`src/design/tks_pkg.sv`:
```
// shared types and constants of the top-k similarity keeper
package tks_pkg;

    localparam int SCORE_W      = 17;
    localparam int ID_W         = 24;
    localparam int KEEP_W       = 5;
    localparam int OP_W         = 2;
    localparam int MAX_KEEP_DEF = 20;

    localparam logic [SCORE_W-1:0] ONE_Q16        = 17'd65536;
    localparam logic [KEEP_W-1:0]  KEEP_COUNT_RST = 5'd20;
    localparam logic [SCORE_W-1:0] MIN_SCORE_RST  = 17'd1;

    // input opcodes
    typedef enum logic [OP_W-1:0] {
        OP_ADD   = 2'd0,
        OP_READ  = 2'd1,
        OP_CLEAR = 2'd2
    } op_t;

    // configuration register indexes
    typedef enum logic {
        REG_KEEP_COUNT = 1'b0,
        REG_MIN_SCORE  = 1'b1
    } reg_idx_t;

    // command kinds handed from front to back
    typedef enum logic [2:0] {
        CMD_ADD,
        CMD_DROP,
        CMD_READ,
        CMD_CLEAR,
        CMD_NOP
    } cmd_kind_t;

    typedef struct packed {
        cmd_kind_t          kind;
        logic [SCORE_W-1:0] score;
        logic [ID_W-1:0]    item_id;
    } cmd_t;

    typedef struct packed {
        logic [ID_W-1:0]    item_id;
        logic [SCORE_W-1:0] score;
        logic [SCORE_W-1:0] cutoff;
        logic               accepted;
        logic               empty_res;
        logic               last;
    } res_t;

    typedef enum logic {
        ST_IDLE,
        ST_READOUT
    } back_state_t;

endpackage

```
`src/design/tks_front.sv`:
```
// front end: saturates the score and classifies each input item into a command
module tks_front (
    input  logic [tks_pkg::OP_W-1:0]    opcode,
    input  logic [tks_pkg::SCORE_W-1:0] score,
    input  logic [tks_pkg::ID_W-1:0]    item_id,
    input  logic [tks_pkg::SCORE_W-1:0] min_score,
    output tks_pkg::cmd_t               cmd
);
    import tks_pkg::*;

    logic [SCORE_W-1:0] score_sat;

    // scores above one clip to one
    assign score_sat = (score > ONE_Q16) ? ONE_Q16 : score;

    // classify the item
    always_comb
    begin
        cmd.score   = score_sat;
        cmd.item_id = item_id;
        case (opcode)
            OP_ADD:   cmd.kind = (score_sat < min_score) ? CMD_DROP : CMD_ADD;
            OP_READ:  cmd.kind = CMD_READ;
            OP_CLEAR: cmd.kind = CMD_CLEAR;
            default:  cmd.kind = CMD_NOP;
        endcase
    end

endmodule

```
`src/design/tks_queue.sv`:
```
// two-entry command queue between front and back
module tks_queue (
    input  logic          clk,
    input  logic          rst_n,
    input  logic          push_valid,
    output logic          push_ready,
    input  tks_pkg::cmd_t push_cmd,
    output logic          pop_valid,
    input  logic          pop_ready,
    output tks_pkg::cmd_t pop_cmd
);
    import tks_pkg::*;

    cmd_t       slot_reg [2];
    logic       wr_ptr_reg, wr_ptr_next;
    logic       rd_ptr_reg, rd_ptr_next;
    logic [1:0] fill_reg, fill_next;
    logic       do_push, do_pop;

    assign push_ready = (fill_reg != 2'd2);
    assign pop_valid  = (fill_reg != 2'd0);
    assign pop_cmd    = slot_reg[rd_ptr_reg];
    assign do_push    = push_valid && push_ready;
    assign do_pop     = pop_valid && pop_ready;

    // pointer and fill bookkeeping
    always_comb
    begin
        wr_ptr_next = wr_ptr_reg ^ do_push;
        rd_ptr_next = rd_ptr_reg ^ do_pop;
        fill_next   = fill_reg + {1'b0, do_push} - {1'b0, do_pop};
    end

    always_ff @(posedge clk or negedge rst_n)
    begin
        if (!rst_n)
        begin
            wr_ptr_reg <= 1'b0;
            rd_ptr_reg <= 1'b0;
            fill_reg   <= 2'd0;
        end
        else
        begin
            wr_ptr_reg <= wr_ptr_next;
            rd_ptr_reg <= rd_ptr_next;
            fill_reg   <= fill_next;
        end
    end

    // payload slots
    always_ff @(posedge clk)
    begin
        if (do_push)
        begin
            slot_reg[wr_ptr_reg] <= push_cmd;
        end
    end

endmodule

```
`src/design/tks_back.sv`:
```
// back end: sorted cell list, insert with eviction, readout sequencer, output register
module tks_back #(
    parameter int MAX_KEEP = tks_pkg::MAX_KEEP_DEF
) (
    input  logic                       clk,
    input  logic                       rst_n,
    input  logic                       pop_valid,
    output logic                       pop_ready,
    input  tks_pkg::cmd_t              pop_cmd,
    input  logic [tks_pkg::KEEP_W-1:0] keep_count,
    output logic                       res_valid,
    input  logic                       res_ready,
    output tks_pkg::res_t              res
);
    import tks_pkg::*;

    localparam int CW = $clog2(MAX_KEEP + 1);
    localparam int IW = (MAX_KEEP > 1) ? $clog2(MAX_KEEP) : 1;
    localparam int LW = (CW > KEEP_W) ? CW : KEEP_W;

    logic [SCORE_W-1:0] score_reg [MAX_KEEP];
    logic [SCORE_W-1:0] score_next [MAX_KEEP];
    logic [ID_W-1:0]    id_reg [MAX_KEEP];
    logic [ID_W-1:0]    id_next [MAX_KEEP];
    logic [SCORE_W-1:0] up_score [MAX_KEEP];
    logic [SCORE_W-1:0] dn_score [MAX_KEEP];
    logic [ID_W-1:0]    up_id [MAX_KEEP];
    logic [ID_W-1:0]    dn_id [MAX_KEEP];

    logic [CW-1:0]      count_reg, count_next, count_m1;
    logic [SCORE_W-1:0] cutoff_reg, cutoff_next;
    logic [IW-1:0]      idx_reg, idx_next, rd_idx;
    back_state_t        state_reg, state_next;
    logic               out_valid_reg, out_valid_next;
    res_t               res_reg, res_next;

    logic [MAX_KEEP:0]  le_ext;
    logic [MAX_KEEP-1:0] prev_le;
    logic [LW-1:0]      keep_ext, lim, count_ext;
    logic               full, advance, do_add;

    // per-cell compare and neighbor taps
    for (genvar i = 0; i < MAX_KEEP; i++)
    begin : g_cell
        assign le_ext[i] = (CW'(i) < count_reg) && (score_reg[i] <= pop_cmd.score);
        if (i + 1 < MAX_KEEP)
        begin : g_up
            assign up_score[i] = score_reg[i+1];
            assign up_id[i]    = id_reg[i+1];
        end
        else
        begin : g_up_end
            assign up_score[i] = '0;
            assign up_id[i]    = '0;
        end
        if (i > 0)
        begin : g_dn
            assign dn_score[i] = score_reg[i-1];
            assign dn_id[i]    = id_reg[i-1];
            assign prev_le[i]  = le_ext[i-1];
        end
        else
        begin : g_dn_end
            assign dn_score[i] = '0;
            assign dn_id[i]    = '0;
            assign prev_le[i]  = 1'b1;
        end
    end
    assign le_ext[MAX_KEEP] = 1'b0;

    // effective limit and eviction due
    assign keep_ext  = LW'(keep_count);
    assign count_ext = LW'(count_reg);
    assign lim       = (keep_ext == '0) ? LW'(1) :
                       (keep_ext > LW'(MAX_KEEP)) ? LW'(MAX_KEEP) : keep_ext;
    assign full      = (count_ext >= lim);

    assign advance   = !out_valid_reg || res_ready;
    assign pop_ready = (state_reg == ST_IDLE) && advance;
    assign do_add    = pop_valid && pop_ready && (pop_cmd.kind == CMD_ADD);
    assign count_m1  = count_reg - CW'(1);
    assign rd_idx    = (state_reg == ST_IDLE) ? count_m1[IW-1:0] : idx_reg;

    // cell next values: shift down on eviction, shift up on growth
    always_comb
    begin
        for (int i = 0; i < MAX_KEEP; i++)
        begin
            score_next[i] = score_reg[i];
            id_next[i]    = id_reg[i];
            if (do_add)
            begin
                if (full)
                begin
                    if (le_ext[i] && le_ext[i+1])
                    begin
                        score_next[i] = up_score[i];
                        id_next[i]    = up_id[i];
                    end
                    else if (le_ext[i])
                    begin
                        score_next[i] = pop_cmd.score;
                        id_next[i]    = pop_cmd.item_id;
                    end
                end
                else if (!le_ext[i] && prev_le[i])
                begin
                    score_next[i] = pop_cmd.score;
                    id_next[i]    = pop_cmd.item_id;
                end
                else if (!le_ext[i])
                begin
                    score_next[i] = dn_score[i];
                    id_next[i]    = dn_id[i];
                end
            end
        end
    end

    // sequencer: next state, counters and result
    always_comb
    begin
        state_next     = state_reg;
        idx_next       = idx_reg;
        count_next     = count_reg;
        cutoff_next    = cutoff_reg;
        out_valid_next = out_valid_reg && !res_ready;
        res_next       = res_reg;
        case (state_reg)
            ST_IDLE:
            begin
                if (pop_valid && advance)
                begin
                    out_valid_next = 1'b1;
                    res_next       = '0;
                    res_next.last  = 1'b1;
                    case (pop_cmd.kind)
                        CMD_ADD:
                        begin
                            if (full)
                            begin
                                cutoff_next = score_next[0];
                            end
                            else
                            begin
                                count_next = count_reg + CW'(1);
                            end
                            res_next.accepted = !full || le_ext[0];
                        end
                        CMD_CLEAR:
                        begin
                            count_next  = '0;
                            cutoff_next = '0;
                        end
                        CMD_READ:
                        begin
                            if (count_reg == '0)
                            begin
                                res_next.empty_res = 1'b1;
                            end
                            else
                            begin
                                res_next.item_id = id_reg[rd_idx];
                                res_next.score   = score_reg[rd_idx];
                                res_next.last    = (count_reg == CW'(1));
                                if (count_reg != CW'(1))
                                begin
                                    idx_next   = rd_idx - IW'(1);
                                    state_next = ST_READOUT;
                                end
                            end
                        end
                        default:
                        begin
                            res_next.last = 1'b1;
                        end
                    endcase
                    res_next.cutoff = cutoff_next;
                end
            end
            ST_READOUT:
            begin
                if (advance)
                begin
                    out_valid_next   = 1'b1;
                    res_next         = '0;
                    res_next.item_id = id_reg[rd_idx];
                    res_next.score   = score_reg[rd_idx];
                    res_next.cutoff  = cutoff_reg;
                    res_next.last    = (idx_reg == '0);
                    if (idx_reg == '0)
                    begin
                        state_next = ST_IDLE;
                    end
                    else
                    begin
                        idx_next = idx_reg - IW'(1);
                    end
                end
            end
            default:
            begin
                state_next = ST_IDLE;
            end
        endcase
    end

    // control registers
    always_ff @(posedge clk or negedge rst_n)
    begin
        if (!rst_n)
        begin
            state_reg     <= ST_IDLE;
            idx_reg       <= '0;
            count_reg     <= '0;
            cutoff_reg    <= '0;
            out_valid_reg <= 1'b0;
        end
        else
        begin
            state_reg     <= state_next;
            idx_reg       <= idx_next;
            count_reg     <= count_next;
            cutoff_reg    <= cutoff_next;
            out_valid_reg <= out_valid_next;
        end
    end

    // list cells and result payload
    always_ff @(posedge clk)
    begin
        for (int i = 0; i < MAX_KEEP; i++)
        begin
            score_reg[i] <= score_next[i];
            id_reg[i]    <= id_next[i];
        end
        res_reg <= res_next;
    end

    assign res_valid = out_valid_reg;
    assign res       = res_reg;

endmodule

```
`src/design/top_k_similarity_keeper_top.sv`:
```
// top level of the top-k similarity keeper
//
// channel  dir  handshake                    payload
// s_axis   in   s_axis_tvalid/s_axis_tready  tuser opcode, tdata score, item_id
// m_axis   out  m_axis_tvalid/m_axis_tready  tdata id, score, cutoff; tuser flags; tlast
// cfg      in   cfg_valid/cfg_ready          cfg_index, cfg_data
//
// add, clear and unknown opcodes give one result each from the back end; a readout gives
// one result per kept pair, or one empty result, through the single read port of the cell list.
// the front takes an item per cycle into a two-entry queue with room while the back is busy.
// reset empties the list and zeroes the cutoff at once; no clearing pass.
// a stalled m_axis holds its result and the back end; s_axis stalls once the queue is full.
module top_k_similarity_keeper_top #(
    parameter int MAX_KEEP = tks_pkg::MAX_KEEP_DEF
) (
    input  logic                        clk,
    input  logic                        rst_n,
    input  logic                        s_axis_tvalid,
    output logic                        s_axis_tready,
    input  logic [47:0]                 s_axis_tdata,   // score[16:0], item_id[40:17]
    input  logic [tks_pkg::OP_W-1:0]    s_axis_tuser,   // opcode[1:0]
    output logic                        m_axis_tvalid,
    input  logic                        m_axis_tready,
    output logic [63:0]                 m_axis_tdata,   // out_item_id[23:0], out_score[40:24],
                                                        // cutoff[57:41]
    output logic [1:0]                  m_axis_tuser,   // accepted[0], empty_res[1]
    output logic                        m_axis_tlast,
    input  logic                        cfg_valid,
    output logic                        cfg_ready,
    input  logic                        cfg_index,
    input  logic [tks_pkg::SCORE_W-1:0] cfg_data
);
    import tks_pkg::*;

    logic [KEEP_W-1:0]  keep_count_reg;
    logic [SCORE_W-1:0] min_score_reg;
    cmd_t               front_cmd, queue_cmd;
    logic               queue_valid, queue_ready;
    res_t               res;

    // configuration registers
    assign cfg_ready = 1'b1;

    always_ff @(posedge clk or negedge rst_n)
    begin
        if (!rst_n)
        begin
            keep_count_reg <= KEEP_COUNT_RST;
            min_score_reg  <= MIN_SCORE_RST;
        end
        else if (cfg_valid && cfg_ready)
        begin
            case (reg_idx_t'(cfg_index))
                REG_KEEP_COUNT: keep_count_reg <= cfg_data[KEEP_W-1:0];
                REG_MIN_SCORE:  min_score_reg  <= cfg_data;
                default:        keep_count_reg <= keep_count_reg;
            endcase
        end
    end

    // classify
    tks_front u_front (
        .opcode    (s_axis_tuser),
        .score     (s_axis_tdata[SCORE_W-1:0]),
        .item_id   (s_axis_tdata[SCORE_W+ID_W-1:SCORE_W]),
        .min_score (min_score_reg),
        .cmd       (front_cmd)
    );

    // decoupling queue
    tks_queue u_queue (
        .clk        (clk),
        .rst_n      (rst_n),
        .push_valid (s_axis_tvalid),
        .push_ready (s_axis_tready),
        .push_cmd   (front_cmd),
        .pop_valid  (queue_valid),
        .pop_ready  (queue_ready),
        .pop_cmd    (queue_cmd)
    );

    // execute
    tks_back #(
        .MAX_KEEP (MAX_KEEP)
    ) u_back (
        .clk        (clk),
        .rst_n      (rst_n),
        .pop_valid  (queue_valid),
        .pop_ready  (queue_ready),
        .pop_cmd    (queue_cmd),
        .keep_count (keep_count_reg),
        .res_valid  (m_axis_tvalid),
        .res_ready  (m_axis_tready),
        .res        (res)
    );

    // pack the result
    assign m_axis_tdata = {6'd0, res.cutoff, res.score, res.item_id};
    assign m_axis_tuser = {res.empty_res, res.accepted};
    assign m_axis_tlast = res.last;

endmodule

```
`config.mk`:
```
export PLATFORM = sky130hd
export DESIGN_NAME = top_k_similarity_keeper_top
export DESIGN_NICKNAME = d
export VERILOG_FILES = /design/src/design/tks_pkg.sv /design/src/design/tks_front.sv /design/src/design/tks_queue.sv /design/src/design/tks_back.sv /design/src/design/top_k_similarity_keeper_top.sv
export SDC_FILE = /design/constraint.sdc
export NUM_CORES = 2
export LEC_CHECK = 0
export ABC_AREA = 1
export BUFFER_PORTS_ARGS = -buffer_cell sky130_fd_sc_hd__buf_2
export CORE_ASPECT_RATIO = 2
export CORE_MARGIN = 10
export CORE_UTILIZATION = 55
export CTS_BUF_LIST = sky130_fd_sc_hd__clkbuf_4 sky130_fd_sc_hd__clkbuf_8 sky130_fd_sc_hd__clkbuf_16
export DETAILED_ROUTE_END_ITERATION = 8
export GPL_TIMING_DRIVEN = 1
export HOLD_SLACK_MARGIN = 0.06
export PLACE_DENSITY = 0.74
export SLEW_MARGIN = 10
export SYNTH_ARGS = -nofsm -noshare
export SYNTH_HDL_FRONTEND = slang
export SYNTH_SLANG_ARGS = --single-unit
```
`constraint.sdc`:
```
create_clock -name clk -period 5.5 [get_ports clk]
set_input_delay 0.55 -clock clk [delete_from_list [all_inputs] [get_ports clk]]
set_output_delay 0.55 -clock clk [all_outputs]
set_load 0.05 [all_outputs]
```
==> results.sh <==
export IMPL_ys_warn_count=0
export IMPL_yosysUniqueCellTypes=56
export IMPL_die_area_um2=158000
export IMPL_synth_edf_count=952
export IMPL_row_count=195
export IMPL_synth_area_leader_cell="edfxtp_1"
export IMPL_vias=83300
export IMPL_cp_required_ps=6000
export IMPL_status="finished, violations left"
export IMPL_hold_viol=0
export IMPL_core_area_um2=141000
export IMPL_drive_above_1_share_pct=8.18
export IMPL_nets=11200
export IMPL_synth_ff_type="edfxtp_1"
export IMPL_synthCells=11000
export IMPL_area_delta_synth_final_pct=9.33
export IMPL_rsz0062_at_grt="no"
export IMPL_numCtsBuffers=101
export IMPL_synth_avg_cell_area_um2=7.10
export IMPL_grt_max_degree=174
export IMPL_hold_class="in -> reg"
export IMPL_via_per_inst=6.54
export IMPL_critical_path_arrival_ps=5990
export IMPL_critPathMaxFanout=20
export IMPL_grt_pass1_vias=79300
export IMPL_async_flop_share_pct=5.37
export IMPL_r2r_start="u_queue.rd_ptr_reg"
export IMPL_htree_levels=3
export IMPL_cts_sinks=1024
export IMPL_fmax_mhz=182
export IMPL_drv_cap=0
export IMPL_clock_skew_ps=41.9
export IMPL_drc=3
export IMPL_fill_cells=13400
export IMPL_synth_area_leaders="edfxtp_1 37%, nand2_1 16%, nand3_1 13%, ha_1 6.0%, inv_1 5.1%"
export IMPL_cts_setup_buffers=0
export IMPL_io_buffers=128
export IMPL_synth_common_cells="3399 x nand2_1, 1960 x nand3_1, 1051 x inv_1"
export IMPL_dieHeight_um=553
export IMPL_tightestPinTransition_ps=1350
export IMPL_ys_seq_elements=1024
export IMPL_avgRoutedWirePerCell_um=27.3
export IMPL_largest_register_ffs=480
export IMPL_clock_latency_ps=770
export IMPL_setup_tns_ps=0
export IMPL_ant_nets=0
export IMPL_wirelength_mm=348
export IMPL_yosysTopAreaCellShare_pct=36.6
export IMPL_netlist_area_um2=78100
export IMPL_path_clk_slew_ps=70
export IMPL_maxSlewViolCount=0
export IMPL_cts_root_buf="clkbuf_16"
export IMPL_detail_route_first_pass_iterations=9
export IMPL_grt_pass1_wl_mm=509
export IMPL_dp_hpwl_mm=238
export IMPL_violations="design-rule violations"
export IMPL_cp_startpoint="u_queue.rd_ptr_reg"
export IMPL_fp_dieW_um=286
export IMPL_ys_seq_area_share_pct=38.8
export IMPL_clockBufferDepth=3
export IMPL_drt_iter0_drc=11200
export IMPL_track_usage_pct=42.7
export IMPL_synth_most_common_cell="nand2_1"
export IMPL_io_pins=143
export IMPL_cts_tree="done"
export IMPL_grt_overflow_total=0
export IMPL_hp_start="cfg_data[9]"
export IMPL_antenna_found_initial=22
export IMPL_relSlewSlack_pct=10.0
export IMPL_setup_viol=0
export IMPL_finalCriticalPeriod_ps=5490
export IMPL_place_gp_congestion=1.04
export IMPL_cts_resized=0
export IMPL_cp_start_kind="register"
export IMPL_worstSetupEndpointType="register"
export IMPL_start_util_pct=55.4
export IMPL_worstSetupPathType="reg -> reg"
export IMPL_fin_crit_sh_pct=99.9
worst paths after layout:
| check | endpoint | slack, ps | cells past startpoint |
|---|---|---|---|
| worst max-delay path | u_back.score_reg[4][11] | 8 | 17 |
| worst min-delay path | min_score_reg[9] | 80 | 3 |
| worst max register to register | u_back.score_reg[4][11] | 8 | 17 |
| worst min register to register | keep_count_reg[0] | 500 | 2 |
| max in group asynchronous | u_queue.rd_ptr_reg | 4230 | 3 |
| min in group asynchronous | min_score_reg[14] | 560 | 3 |
stage by stage:
step | cells | worst slack [ps] | utilization (%) | instance area [µm²] | hold slack (ps)
6_report | 12700 | 8.01 | 60.5 | 85400 | 75.8
5_1_grt | 12700 | 35.7 | 60.5 | 85300 | 90.9
4_1_cts | 12700 | 545 | 60.5 | 85300 | 61.8
3_3_place_gp | 12500 | 559 | 57.8 | 81500 | 469
2_1_floorplan | 11000 | 92.0 | - | 78200 | 254
3_5_place_dp | 12500 | 567 | 57.8 | 81500 | 487
metal layers:
metal	part of all wire [%]	up-vias	track usage [%]
met2	47	5925	69.5
met5	0.020	-	0
met3	9.1	1842	8.28
li1	-	36700	-
met4	13	10	45.7
met1	31	38900	43.9
layout make-up:
type | instances | area [µm²] | share of cell area, %
clock buffers | 125 | 2790 | 3.26
clock inverters | 64 | 604 | 0.708
inverters | 1083 | 4090 | 4.79
multi-input cells | 8010 | 40600 | 47.5
repair buffers | 546 | 4600 | 5.39
flip-flops and latches | 1024 | 30300 | 35.5
diodes | 20 | 50.0 | 0.0586
well taps | 1871 | 2340 | 2.74
cells by family (layout without fill, tap and decap cells):
logic type	after synthesis	in the layout	synth area share [%]
AO/OA/AOI/OAI	1770	1770	12.9
flip-flops	1024	1024	38.8
AND/OR/NAND/NOR	5850	5850	32.0
other	2	27	0.00962
buffers and inverters	1972	1818	10.2
multiplexers	2	2	0.0256
adder cells (fa/ha/maj)	373	373	5.98
XOR/XNOR	8	8	0.0897
layout by cell type, fill, tap and decap left out, drive strengths merged, types with 2 or more instances in the layout:
master | netlist | layout
xor2 | 6 | 6
dfstp | 3 | 3
o2111ai | 2 | 2
dfrtp | 52 | 52
edfxtp | 952 | 952
dlygate4sd3 | 0 | 37
nor3b | 2 | 2
nor3 | 107 | 107
nor4 | 10 | 10
mux2i | 2 | 2
nor2 | 235 | 235
a211oi | 17 | 17
conb | 2 | 7
o211ai | 244 | 244
buf | 457 | 509
nand2 | 3414 | 3414
dfxtp | 17 | 17
a21o | 7 | 7
ha | 373 | 373
nand3 | 1961 | 1961
xnor2 | 2 | 2
nand4 | 76 | 76
clkbuf | 432 | 125
clkinvlp | 0 | 4
a21oi | 595 | 595
bufinv | 0 | 10
inv | 1080 | 1083
or2 | 42 | 42
a31oi | 26 | 26
o221ai | 67 | 67
diode | 0 | 20
o31ai | 13 | 13
clkinv | 3 | 50
o21ai | 794 | 794
repair_timing:
item	CTS	global route
hold endpoints to repair	112	0
hold buffers	37	0
setup endpoints to repair	0	0
worst max-delay path, cell delays in order, from the launching register on:
cell      delay (ps)
dfrtp_4          620
buf_4            290
o21ai_4          930
buf_4            470
ha_1             320
nand2_1          120
nor2_1            60
o21ai_0          410
o211ai_1         290
nand2_1          120
nand3_1           70
nand2_1          100
nand2_2          140
nand2_2          130
clkinv_1         440
buf_4            390
o211ai_1         230
nand2_1           80
Power is not shown: default switching activity piles up to over one toggle a cycle in this logic, so the estimate is an artifact.
